[config.mk]
export PLATFORM = sky130hd
export DESIGN_NAME = outlier_rejecting_window_average_top
export DESIGN_NICKNAME = d
export VERILOG_FILES = /design/src/rtl/core/orwa_pkg.sv /design/src/rtl/core/orwa_wmem.sv /design/src/rtl/core/orwa_div.sv /design/src/rtl/core/outlier_rejecting_window_average_top.sv
export SDC_FILE = /design/constraint.sdc
export NUM_CORES = 1
export LEC_CHECK = 0
export ABC_CLOCK_PERIOD_IN_PS = 10900
export BUFFER_PORTS_ARGS = -buffer_cell sky130_fd_sc_hd__buf_2
export CAP_MARGIN = 10
export CELL_PAD_IN_SITES_DETAIL_PLACEMENT = 1
export CELL_PAD_IN_SITES_GLOBAL_PLACEMENT = 1
export CORE_UTILIZATION = 59
export CTS_BUF_LIST = sky130_fd_sc_hd__clkbuf_4 sky130_fd_sc_hd__clkbuf_8
export DETAILED_ROUTE_END_ITERATION = 6
export PLACE_DENSITY = 0.95
export SLEW_MARGIN = 20
export SYNTH_ARGS = -nofsm -noshare
export SYNTH_HDL_FRONTEND = slang
export SYNTH_HIERARCHICAL = 1
export SYNTH_SLANG_ARGS = --single-unit
export TNS_END_PERCENT = 20
[constraint.sdc]
create_clock -name clk -period 10.9 [get_ports clk]
set_input_delay 1.635 -clock clk [delete_from_list [all_inputs] [get_ports clk]]
set_output_delay 1.635 -clock clk [all_outputs]
set_load 0.005 [all_outputs]
[src/rtl/core/orwa_pkg.sv]
`default_nettype none

package orwa_pkg;

  localparam int unsigned OUT_W     = 10;
  localparam int unsigned LOW_NUM   = 9;
  localparam int unsigned HIGH_NUM  = 11;
  localparam int unsigned LIMIT_DEN = 10;

  typedef enum logic [7:0] {
    S_IDLE = 8'b0000_0001,
    S_SUM  = 8'b0000_0010,
    S_MEAN = 8'b0000_0100,
    S_LOW  = 8'b0000_1000,
    S_HIGH = 8'b0001_0000,
    S_KEEP = 8'b0010_0000,
    S_AVG  = 8'b0100_0000,
    S_OUT  = 8'b1000_0000
  } state_t;

endpackage

`default_nettype wire

[src/rtl/core/orwa_wmem.sv]
`default_nettype none

module orwa_wmem #(
  parameter int DEPTH = 10,
  parameter int WIDTH = 10,
  parameter int AW    = 4
) (
  input  wire logic             clk,
  input  wire logic             rst,
  input  wire logic             we,
  input  wire logic [AW-1:0]    waddr,
  input  wire logic [WIDTH-1:0] wdata,
  input  wire logic             re,
  input  wire logic [AW-1:0]    raddr,
  output logic      [WIDTH-1:0] rdata
);

  logic [WIDTH-1:0] mem [DEPTH];
  logic [DEPTH-1:0] valid;
  logic [WIDTH-1:0] rdata_raw;
  logic             rdata_ok;

  always_ff @(posedge clk) begin
    if (we) begin
      mem[waddr] <= wdata;
    end
    if (re) begin
      rdata_raw <= mem[raddr];
    end
  end

  // entries never written read as zero
  always_ff @(posedge clk) begin
    if (rst) begin
      valid    <= '0;
      rdata_ok <= 1'b0;
    end else begin
      if (we) begin
        valid[waddr] <= 1'b1;
      end
      if (re) begin
        rdata_ok <= valid[raddr];
      end
    end
  end

  assign rdata = rdata_ok ? rdata_raw : '0;

endmodule

`default_nettype wire

[src/rtl/core/orwa_div.sv]
`default_nettype none

module orwa_div #(
  parameter int W = 16
) (
  input  wire logic         clk,
  input  wire logic         rst,
  input  wire logic         start,
  input  wire logic [W-1:0] dividend,
  input  wire logic [W-1:0] divisor,
  output logic              done,
  output logic      [W-1:0] quotient
);

  localparam int SW = $clog2(W + 1);

  logic [W-1:0]  rem;
  logic [W-1:0]  quo;
  logic [W-1:0]  dvs;
  logic [SW-1:0] step;
  logic          busy;
  logic [W:0]    trial;
  logic          fits;

  assign trial    = {rem, quo[W-1]};
  assign fits     = trial >= {1'b0, dvs};
  assign quotient = quo;

  always_ff @(posedge clk) begin
    if (rst) begin
      busy <= 1'b0;
      done <= 1'b0;
      step <= '0;
    end else begin
      done <= 1'b0;
      if (start) begin
        busy <= 1'b1;
        step <= SW'(W);
        quo  <= dividend;
        rem  <= '0;
        dvs  <= divisor;
      end else if (busy) begin
        // restoring step, one quotient bit per cycle
        rem  <= fits ? W'(trial - {1'b0, dvs}) : trial[W-1:0];
        quo  <= {quo[W-2:0], fits};
        step <= step - SW'(1);
        if (step == SW'(1)) begin
          busy <= 1'b0;
          done <= 1'b1;
        end
      end
    end
  end

endmodule

`default_nettype wire

[src/rtl/core/outlier_rejecting_window_average_top.sv]
// channel | signals                                         | carries
// in      | in_valid, in_ready, sample                      | sample transaction into the block
// out     | out_valid, out_ready, filtered_value, none_kept | one result per sample
//
// one sample at a time, since in_ready is high only in S_IDLE; sums are SUMW = SAMPLE_BITS +
// clog2(WINDOW+1) bits wide, and the divider is skipped when nothing is kept
// the work per sample is two read passes over the window memory (one entry per cycle, read data
// registered), three constant multiplies for mean and limits, each registered in its own state,
// and the restoring divider for the kept average (one quotient bit per cycle)
// synchronous reset empties the window at once through per-entry valid bits
// a new sample is taken while the previous result still waits; the next result stalls until then
`default_nettype none

module outlier_rejecting_window_average_top #(
  parameter int WINDOW      = 10,
  parameter int SAMPLE_BITS = 10
) (
  input  wire logic                        clk,
  input  wire logic                        rst,
  input  wire logic                        in_valid,
  output logic                             in_ready,
  input  wire logic [9:0]                  sample,
  output logic                             out_valid,
  input  wire logic                        out_ready,
  output logic [orwa_pkg::OUT_W-1:0]       filtered_value,
  output logic                             none_kept
);

  import orwa_pkg::*;

  localparam int SB   = SAMPLE_BITS;
  localparam int AW   = (WINDOW > 1) ? $clog2(WINDOW) : 1;
  localparam int CW   = $clog2(WINDOW + 1);
  localparam int SUMW = SB + CW;

  // mean by reciprocal multiply, exact for every sum below 2**SUMW
  localparam int MPW       = 2 * SUMW + 1;
  localparam int WIN_SHIFT = SUMW + AW;
  localparam longint unsigned WIN_RECIP =
    ((64'd1 << WIN_SHIFT) + 64'(WINDOW) - 64'd1) / 64'(WINDOW);

  // limits by reciprocal multiply, exact for every mean times ratio below 2**(SB+4)
  localparam int LPW       = 2 * SB + 9;
  localparam int LIM_SHIFT = SB + 4 + $clog2(LIMIT_DEN);
  localparam longint unsigned LIM_RECIP =
    ((64'd1 << LIM_SHIFT) + 64'(LIMIT_DEN) - 64'd1) / 64'(LIMIT_DEN);

  state_t         state;
  logic [AW-1:0]  pos;
  logic [CW-1:0]  cnt;
  logic           rd_pend;
  logic           issue;
  logic           pass_end;
  logic           accept;
  logic [SB-1:0]  rdata;
  logic [SUMW-1:0] sum;
  logic [SUMW-1:0] ksum;
  logic [CW-1:0]  kcnt;
  logic [SB-1:0]  mean;
  logic [SB-1:0]  low;
  logic [SB:0]    high;
  logic           keep;
  logic [OUT_W-1:0] res;
  logic           res_none;
  logic [MPW-1:0] mean_prod;
  logic [LPW-1:0] low_prod;
  logic [LPW-1:0] high_prod;

  logic            div_start;
  logic [SUMW-1:0] div_dividend;
  logic [SUMW-1:0] div_divisor;
  logic            div_done;
  logic [SUMW-1:0] div_quo;

  assign in_ready = (state == S_IDLE);
  assign accept   = in_valid && in_ready;
  assign issue    = ((state == S_SUM) || (state == S_KEEP)) && (cnt != CW'(WINDOW));
  assign pass_end = ((state == S_SUM) || (state == S_KEEP)) && (cnt == CW'(WINDOW))
                    && !rd_pend;
  assign keep     = (rdata >= low) && ((SB + 1)'(rdata) <= high);

  assign mean_prod = MPW'(sum) * MPW'(WIN_RECIP);
  assign low_prod  = LPW'(mean) * LPW'(64'(LOW_NUM) * LIM_RECIP);
  assign high_prod = LPW'(mean) * LPW'(64'(HIGH_NUM) * LIM_RECIP);

  orwa_wmem #(
    .DEPTH (WINDOW),
    .WIDTH (SB),
    .AW    (AW)
  ) u_wmem (
    .clk   (clk),
    .rst   (rst),
    .we    (accept),
    .waddr (pos),
    .wdata (SB'(sample)),
    .re    (issue),
    .raddr (cnt[AW-1:0]),
    .rdata (rdata)
  );

  orwa_div #(
    .W (SUMW)
  ) u_div (
    .clk      (clk),
    .rst      (rst),
    .start    (div_start),
    .dividend (div_dividend),
    .divisor  (div_divisor),
    .done     (div_done),
    .quotient (div_quo)
  );

  assign div_start    = (state == S_KEEP) && pass_end && (kcnt != '0);
  assign div_dividend = ksum;
  assign div_divisor  = SUMW'(kcnt);

  always_ff @(posedge clk) begin
    if (rst) begin
      state     <= S_IDLE;
      pos       <= '0;
      cnt       <= '0;
      rd_pend   <= 1'b0;
      out_valid <= 1'b0;
    end else begin
      rd_pend <= issue;
      if (issue) begin
        cnt <= cnt + CW'(1);
      end
      if (out_valid && out_ready && (state != S_OUT)) begin
        out_valid <= 1'b0;
      end
      unique case (state)
        S_IDLE: begin
          if (in_valid) begin
            pos   <= (pos == AW'(WINDOW - 1)) ? '0 : pos + AW'(1);
            cnt   <= '0;
            sum   <= '0;
            state <= S_SUM;
          end
        end
        S_SUM: begin
          if (rd_pend) begin
            sum <= sum + SUMW'(rdata);
          end
          if (pass_end) begin
            state <= S_MEAN;
          end
        end
        S_MEAN: begin
          mean  <= SB'(mean_prod >> WIN_SHIFT);
          state <= S_LOW;
        end
        S_LOW: begin
          low   <= SB'(low_prod >> LIM_SHIFT);
          state <= S_HIGH;
        end
        S_HIGH: begin
          high  <= (SB + 1)'(high_prod >> LIM_SHIFT);
          cnt   <= '0;
          ksum  <= '0;
          kcnt  <= '0;
          state <= S_KEEP;
        end
        S_KEEP: begin
          if (rd_pend && keep) begin
            ksum <= ksum + SUMW'(rdata);
            kcnt <= kcnt + CW'(1);
          end
          if (pass_end) begin
            if (kcnt == '0) begin
              res      <= '0;
              res_none <= 1'b1;
              state    <= S_OUT;
            end else begin
              state <= S_AVG;
            end
          end
        end
        S_AVG: begin
          if (div_done) begin
            res      <= div_quo[OUT_W-1:0];
            res_none <= 1'b0;
            state    <= S_OUT;
          end
        end
        S_OUT: begin
          if (!out_valid || out_ready) begin
            out_valid      <= 1'b1;
            filtered_value <= res;
            none_kept      <= res_none;
            state          <= S_IDLE;
          end
        end
        default: begin
          state <= S_IDLE;
        end
      endcase
    end
  end

endmodule

`default_nettype wire

==> After elaboration in Yosys (flattened, before gate mapping) <==
Memory sizes are Yosys's and may differ from the RTL's. A register that Yosys moved wholly into a read port is not among the register bits.
Index checks and enable logic that the tools add are counted.
Widths: inputs -> output; s select.
{ "totals": {"reg_bits": 152, "output_inout_bits": 13, "in_bits": 14, "ramBits": 100, "memories": 1, "elab_cells": 145} }
{ "memory_table": {"columns": ["memory", "words", "word_bits", "rd", "rd_clocked_by_memory_dff", "wr", "line", "text"], "rows": [
  ["u_wmem.mem", 10, 10, 1, 1, 1, "orwa_wmem.sv:18", "logic [WIDTH-1:0] mem [DEPTH];"]
]} }
{ "classes": {"mul": 3, "n_reduce_logical": 34, "magnitude_cmp": 6, "n_addsub": 7, "n_eq_ne": 21, "n_bitwise": 3, "muxes": 46} }
{ "op_table": {"columns": ["cell", "n"], "rows": [
  ["$mux 14", 7],
  ["$pmux 8 s8", 1],
  ["$pmux 14 s2", 2],
  ["$mux 8", 6],
  ["$mux 10", 4],
  ["$mul 10x19->29 const B", 1],
  ["$add 14x10->14", 2],
  ["$mul 10x18->28 const B", 1],
  ["$mul 14x15->28 const B", 1],
  ["$mux 4", 6],
  ["$pmux 10 s2", 1],
  ["$pmux 4 s2", 2],
  ["$ge 15x4->1", 1],
  ["$mux 1", 14],
  ["$sub 14x4->14", 1],
  ["$add 4x1->4 const B", 3],
  ["$reduce_and 2->1", 6],
  ["$le 10x11->1", 1],
  ["$logic_and 1x1->1", 11],
  ["$ge 10x10->1", 1],
  ["$lt 4x5->1 const B", 2],
  ["$ne 2x2->1 const B", 5],
  ["$or 10x10->10", 1],
  ["$reduce_and 5->1", 2],
  ["other kinds (28)", 38]
]} }

==> Depth between registers and ports, before layout <==
{ "logic_depth": {"depth_word": 8, "mapped_depth": 21, "mapped_depth_nobuf": 21} }

==> Modules after synthesis <==
Netlist, hierarchy kept.
{ "modules_own_cells": {"columns": ["mod", "instances", "area_each_um2", "cells_each", "seq_area_each_um2"], "rows": [
  ["outlier_rejecting_window_average_top", 1, 13374.1, 1275, 2912.8],
  ["orwa_wmem", 1, 4729.5, 258, 3523.4],
  ["orwa_div", 1, 2737.6, 244, 1381.3]
]} }

==> Worst setup path before layout <==
OpenSTA, ideal clock, no wires.
{ "synth_timing": {"path_type": "reg-to-reg", "start": "register sum[11]", "end": "register mean[9] (data pin)", "setup_ns": 0.259, "stages_incl_launch_ff": 18, "t_arrival_ns": 5.202, "path_slack_ns": 5.439, "required_ns": 10.641, "n_path_buf": 0, "cell_sequence": "edfxtp_1 -> fa_1 -> inv_1 -> fa_1 -> fa_1 -> fa_1 -> inv_1 -> fa_1 -> fa_1 -> ha_1 -> a21o_1 -> a21o_1 -> a211oi_1 -> and3_1 -> a21oi_1 -> o21ai_1 -> nor2_1 -> a211o_1"} }
{ "synth_via": {"elab_chain_cells": 1} }
{ "synth_rtl": {"columns": ["element", "line", "text"], "rows": [
  ["from (decl)", "outlier_rejecting_window_average_top.sv:56", "logic [SUMW-1:0] sum;"],
  ["from (signal assigned)", "outlier_rejecting_window_average_top.sv:143", "sum <= sum + SUMW'(rdata);"],
  ["$mul 14x15->28", "outlier_rejecting_window_average_top.sv:82", "assign mean_prod = MPW'(sum) * MPW'(WIN_RECIP);"],
  ["named net mean_prod[27]", "outlier_rejecting_window_average_top.sv:65", "logic [MPW-1:0] mean_prod;"],
  ["to (signal assigned)", "outlier_rejecting_window_average_top.sv:150", "mean <= SB'(mean_prod >> WIN_SHIFT);"],
  ["to (decl)", "outlier_rejecting_window_average_top.sv:59", "logic [SB-1:0] mean;"]
]} }
The timed path passes the listed nets, and every way through them passes these cells.
A chain may end at the register's enable or synchronous reset.

==> Worst setup path in the final report <==
{ "layout_timing": {"start": "register sum[6]", "end": "register mean[8] (data pin)"} }
The elaborated chain is that of the path after synthesis.

==> impl_metrics.py <==
metrics = {
    "power_and_ir_drop": {
        "p_sw_mw": 1.110,
        "comb_power_share_pct": 32.2,
        "vdd_drop_max_v": 0.0001501,
        "switching_share_pct": 34.19,
        "power_frac_seq_pct": 36.7,
        "powerDensity_mw_per_mm2": 144.2,
        "power.leakage_nw": 10.12,
        "clock_power_share_pct": 31.1,
        "power.internal_mw": 2.136,
    },
    "die": {
        "die_x_um": 189.9,
        "rows": 68,
        "core_mm2": 0.03463,
        "start_util_pct": 60.19,
        "io_pins": 27,
        "die_h_um": 189.9,
        "die-area_mm2": 0.03608,
    },
    "finish": {
        "layout_commonest_cell": "inv_1",
        "num_antenna_cells": 0,
        "layout_common_cells": "inv_1, ha_1, edfxtp_1, fa_1, nor2_1",
        "drive_gt1_share_pct": 10.03,
        "fin_area_mm2": 0.02251,
        "final_nets": 2311,
        "n_fill_cell": 3440,
        "syn2layout_area_growth_pct": 7.996,
        "fin_cells": 2330,
    },
    "global_routing": {
        "use_met1_pct": 41.00,
        "overflow": 0,
        "antenna_found_initial": 0,
        "grt.busiest_layer": "met2",
        "grt_use_met3_pct": 6.309,
        "grt_usage_pct": 36.63,
        "grt_pass1_vias": 17190,
        "grt_pass1_wl_um": 98840,
        "use_met2_pct": 64.33,
        "grt_max_degree": 48,
    },
    "route": {
        "drc": 0,
        "wirelength_um": 62880,
        "drtIter0Drc": 920,
        "post_drt_via_cell_ratio": 6.355,
        "ant_nets": 0,
        "dr.pass1.iters": 6,
        "wl_per_cell_um": 26.99,
        "vias": 14810,
    },
    "clock_network": {
        "ctsResizeCount": 0,
        "h-tree-depth": 2,
        "cts_tree": "yes",
        "cts_buffers": 45,
        "clk_latency_ns": 0.64,
        "cts.path.max_buffers": 3,
        "post-cts-setup-buffers": 0,
        "cts_root_buf": "clkbuf_8",
        "cts_hold_buf": 0,
        "clk_pin_slew_ns": 0.07,
        "cts_sinks": 272,
    },
    "synth": {
        "synth_area_leaders": "edfxtp_1, ha_1, fa_1",
        "ys.flop_type": "edfxtp_1",
        "synth_cell_types": 90,
        "syn-cell-area_mm2": 0.02084,
        "syn_avg_cell_area_um2": 11.73,
        "yosysTopAreaCell": "edfxtp_1",
        "yosys_warnings": 6,
        "async_flop_share_pct": 0,
        "ys_seq_area_share_pct": 37.51,
        "yosys.area.top_type_share_pct": 34.15,
        "syn_inst": 1777,
        "synth-seq-cells": 272,
        "synth_edf_count": 237,
    },
    "worst_hold_path": {
        "min_path_cells": 0,
        "hold_class": "flip-flop to flip-flop",
    },
    "sta": {
        "hold_viol": 0,
        "hold-worst-slack_ns": 0.4187,
        "final-setup-viol-count": 0,
        "slew_viol_final": 0,
        "period_share_pct": 57.67,
        "skew_ns": 0.05164,
        "maxSlewHeadroom_pct": 20.48,
        "rsz0062_at_grt": "false",
        "worst_pin_slew_ns": 1.188,
        "max_freq_mhz": 159.1,
        "finalWorstSetupSlack_ns": 4.614,
        "period_minus_slack_ns": 6.286,
        "finalSetupTns_ns": 0,
    },
    "place": {
        "place_area_mm2": 0.02153,
        "gp_congestion": 0.8873,
        "place_inst": 2250,
        "pre_cts_ws_ns": 4.871,
        "io_buffers": 26,
        "dpl.hpwl_um": 42880,
    },
    "worst_setup_path": {
        "crit_path_start_kind": "flip-flop",
        "endpoint_kind": "flip-flop",
        "crit_fanout": 6,
        "critical_path_required_ns": 11.27,
        "arrival_ns": 6.66,
        "r2r_cells": 19,
        "crit_type": "flip-flop to flip-flop",
    },
    "outcome": {
        "status": "completed",
    },
    "run": {
        "cap_viol_max_count": 0,
    },
}
-- power groups by stage --
stage | logic, mW | registers [mW] | clock network [mW]
3_3_place_gp | 0.844 | 1.21 | 0
5_1_grt | 1.15 | 1.19 | 1.05
2_1_floorplan | 0.679 | 1.20 | 0
3_5_place_dp | 0.970 | 1.21 | 0
6_report | 1.05 | 1.19 | 1.01
4_1_cts | 1.02 | 1.19 | 1.02
-- critical path, cell delays in order (launching register included) --
cell and delay [ns]:
edfxtp_1 0.54, inv_1 0.14, ha_1 0.38, fa_1 0.55, fa_1 0.63, inv_1 0.09, fa_1 0.55, inv_1 0.06
fa_1 0.40, inv_1 0.09, fa_1 0.45, ha_1 0.35, a21o_1 0.17, a21o_1 0.17, a211oi_1 0.34, and3_1 0.21
a21oi_1 0.16, o21ai_1 0.41, o21bai_1 0.15, xor2_1 0.18
-- metal layers --
| metal | vias up | wire length (um) | share of wire (%) |
|---|---|---|---|
| li1 | 6261 | - | - |
| met1 | 7559 | 22850 | 36 |
| met2 | 691 | 32450 | 52 |
| met3 | 297 | 3479 | 5.5 |
| met4 | 0 | 4104 | 6.5 |
| met5 | - | 0 | 0 |
-- cell type report --
class	instances	area [um^2]	share of cell area (%)
clock buffer	59	737.0	3.274
clock inverter	21	226.5	1.006
inverter	325	1220	5.420
multi-input combinational	1161	11720	52.09
sequential	272	7819	34.74
tap	455	569.3	2.529
timing repair buffer	37	212.7	0.9450
-- sequential cells by signal (all words and copies together) (netlist names), 11 cells and up --
| register | flops |
|---|---|
| u_wmem/mem | 100 |
| div_dividend | 14 |
| sum | 14 |
| u_div/dvs | 14 |
| u_div/quotient | 14 |
| u_div/rem | 14 |
| high | 11 |
-- final timing paths --
kind	end	slack, ns	start
setup / recovery	mean[8]	4.61	sum[6]
hold / removal	filtered_value[3]	0.42	res[3]
setup reg to reg	mean[8]	4.61	sum[6]
hold reg to reg	filtered_value[3]	0.42	res[3]
-- stage by stage --
| step | power [mW] | utilization [%] |
|---|---|---|
| 2_1_floorplan | 1.881 | - |
| 3_3_place_gp | 2.051 | 62.17 |
| 3_5_place_dp | 2.181 | 62.17 |
| 4_1_cts | 3.230 | 64.96 |
| 5_1_grt | 3.386 | 65.00 |
| 6_report | 3.246 | 65.00 |
-- cell families (layout without fill, tap and decap cells) --
| logic type | count (synthesis) | count (layout) | share of synthesized area, % |
|---|---|---|---|
| adder cells (fa/ha/maj) | 455 | 455 | 32.83 |
| buffers and inverters | 353 | 442 | 6.592 |
| AND/OR/NAND/NOR | 337 | 337 | 8.387 |
| flip-flops | 272 | 272 | 37.51 |
| AO/OA/AOI/OAI | 246 | 246 | 8.207 |
| XOR/XNOR | 63 | 63 | 2.648 |
| multiplexers | 50 | 50 | 3.812 |
| other | 1 | 10 | 0.01799 |
-- cell usage after synthesis (9+ instances only) --
cell type	instances
nor2_1	110
or3_1	10
mux2_2	16
mux4_2	18
nor2b_1	25
fa_1	153
nand2b_1	24
mux2i_1	13
xor2_1	23
ha_1	302
nor3_1	19
nand3_1	18
o21ai_0	37
dfxtp_1	35
a21oi_1	64
edfxtp_1	237
a31oi_1	9
clkbuf_1	13
and2_1	28
o211ai_1	12
nand2_1	47
xnor2_1	40
inv_1	324
a21o_1	30
Note: power is estimated with default switching activity, not from simulation.
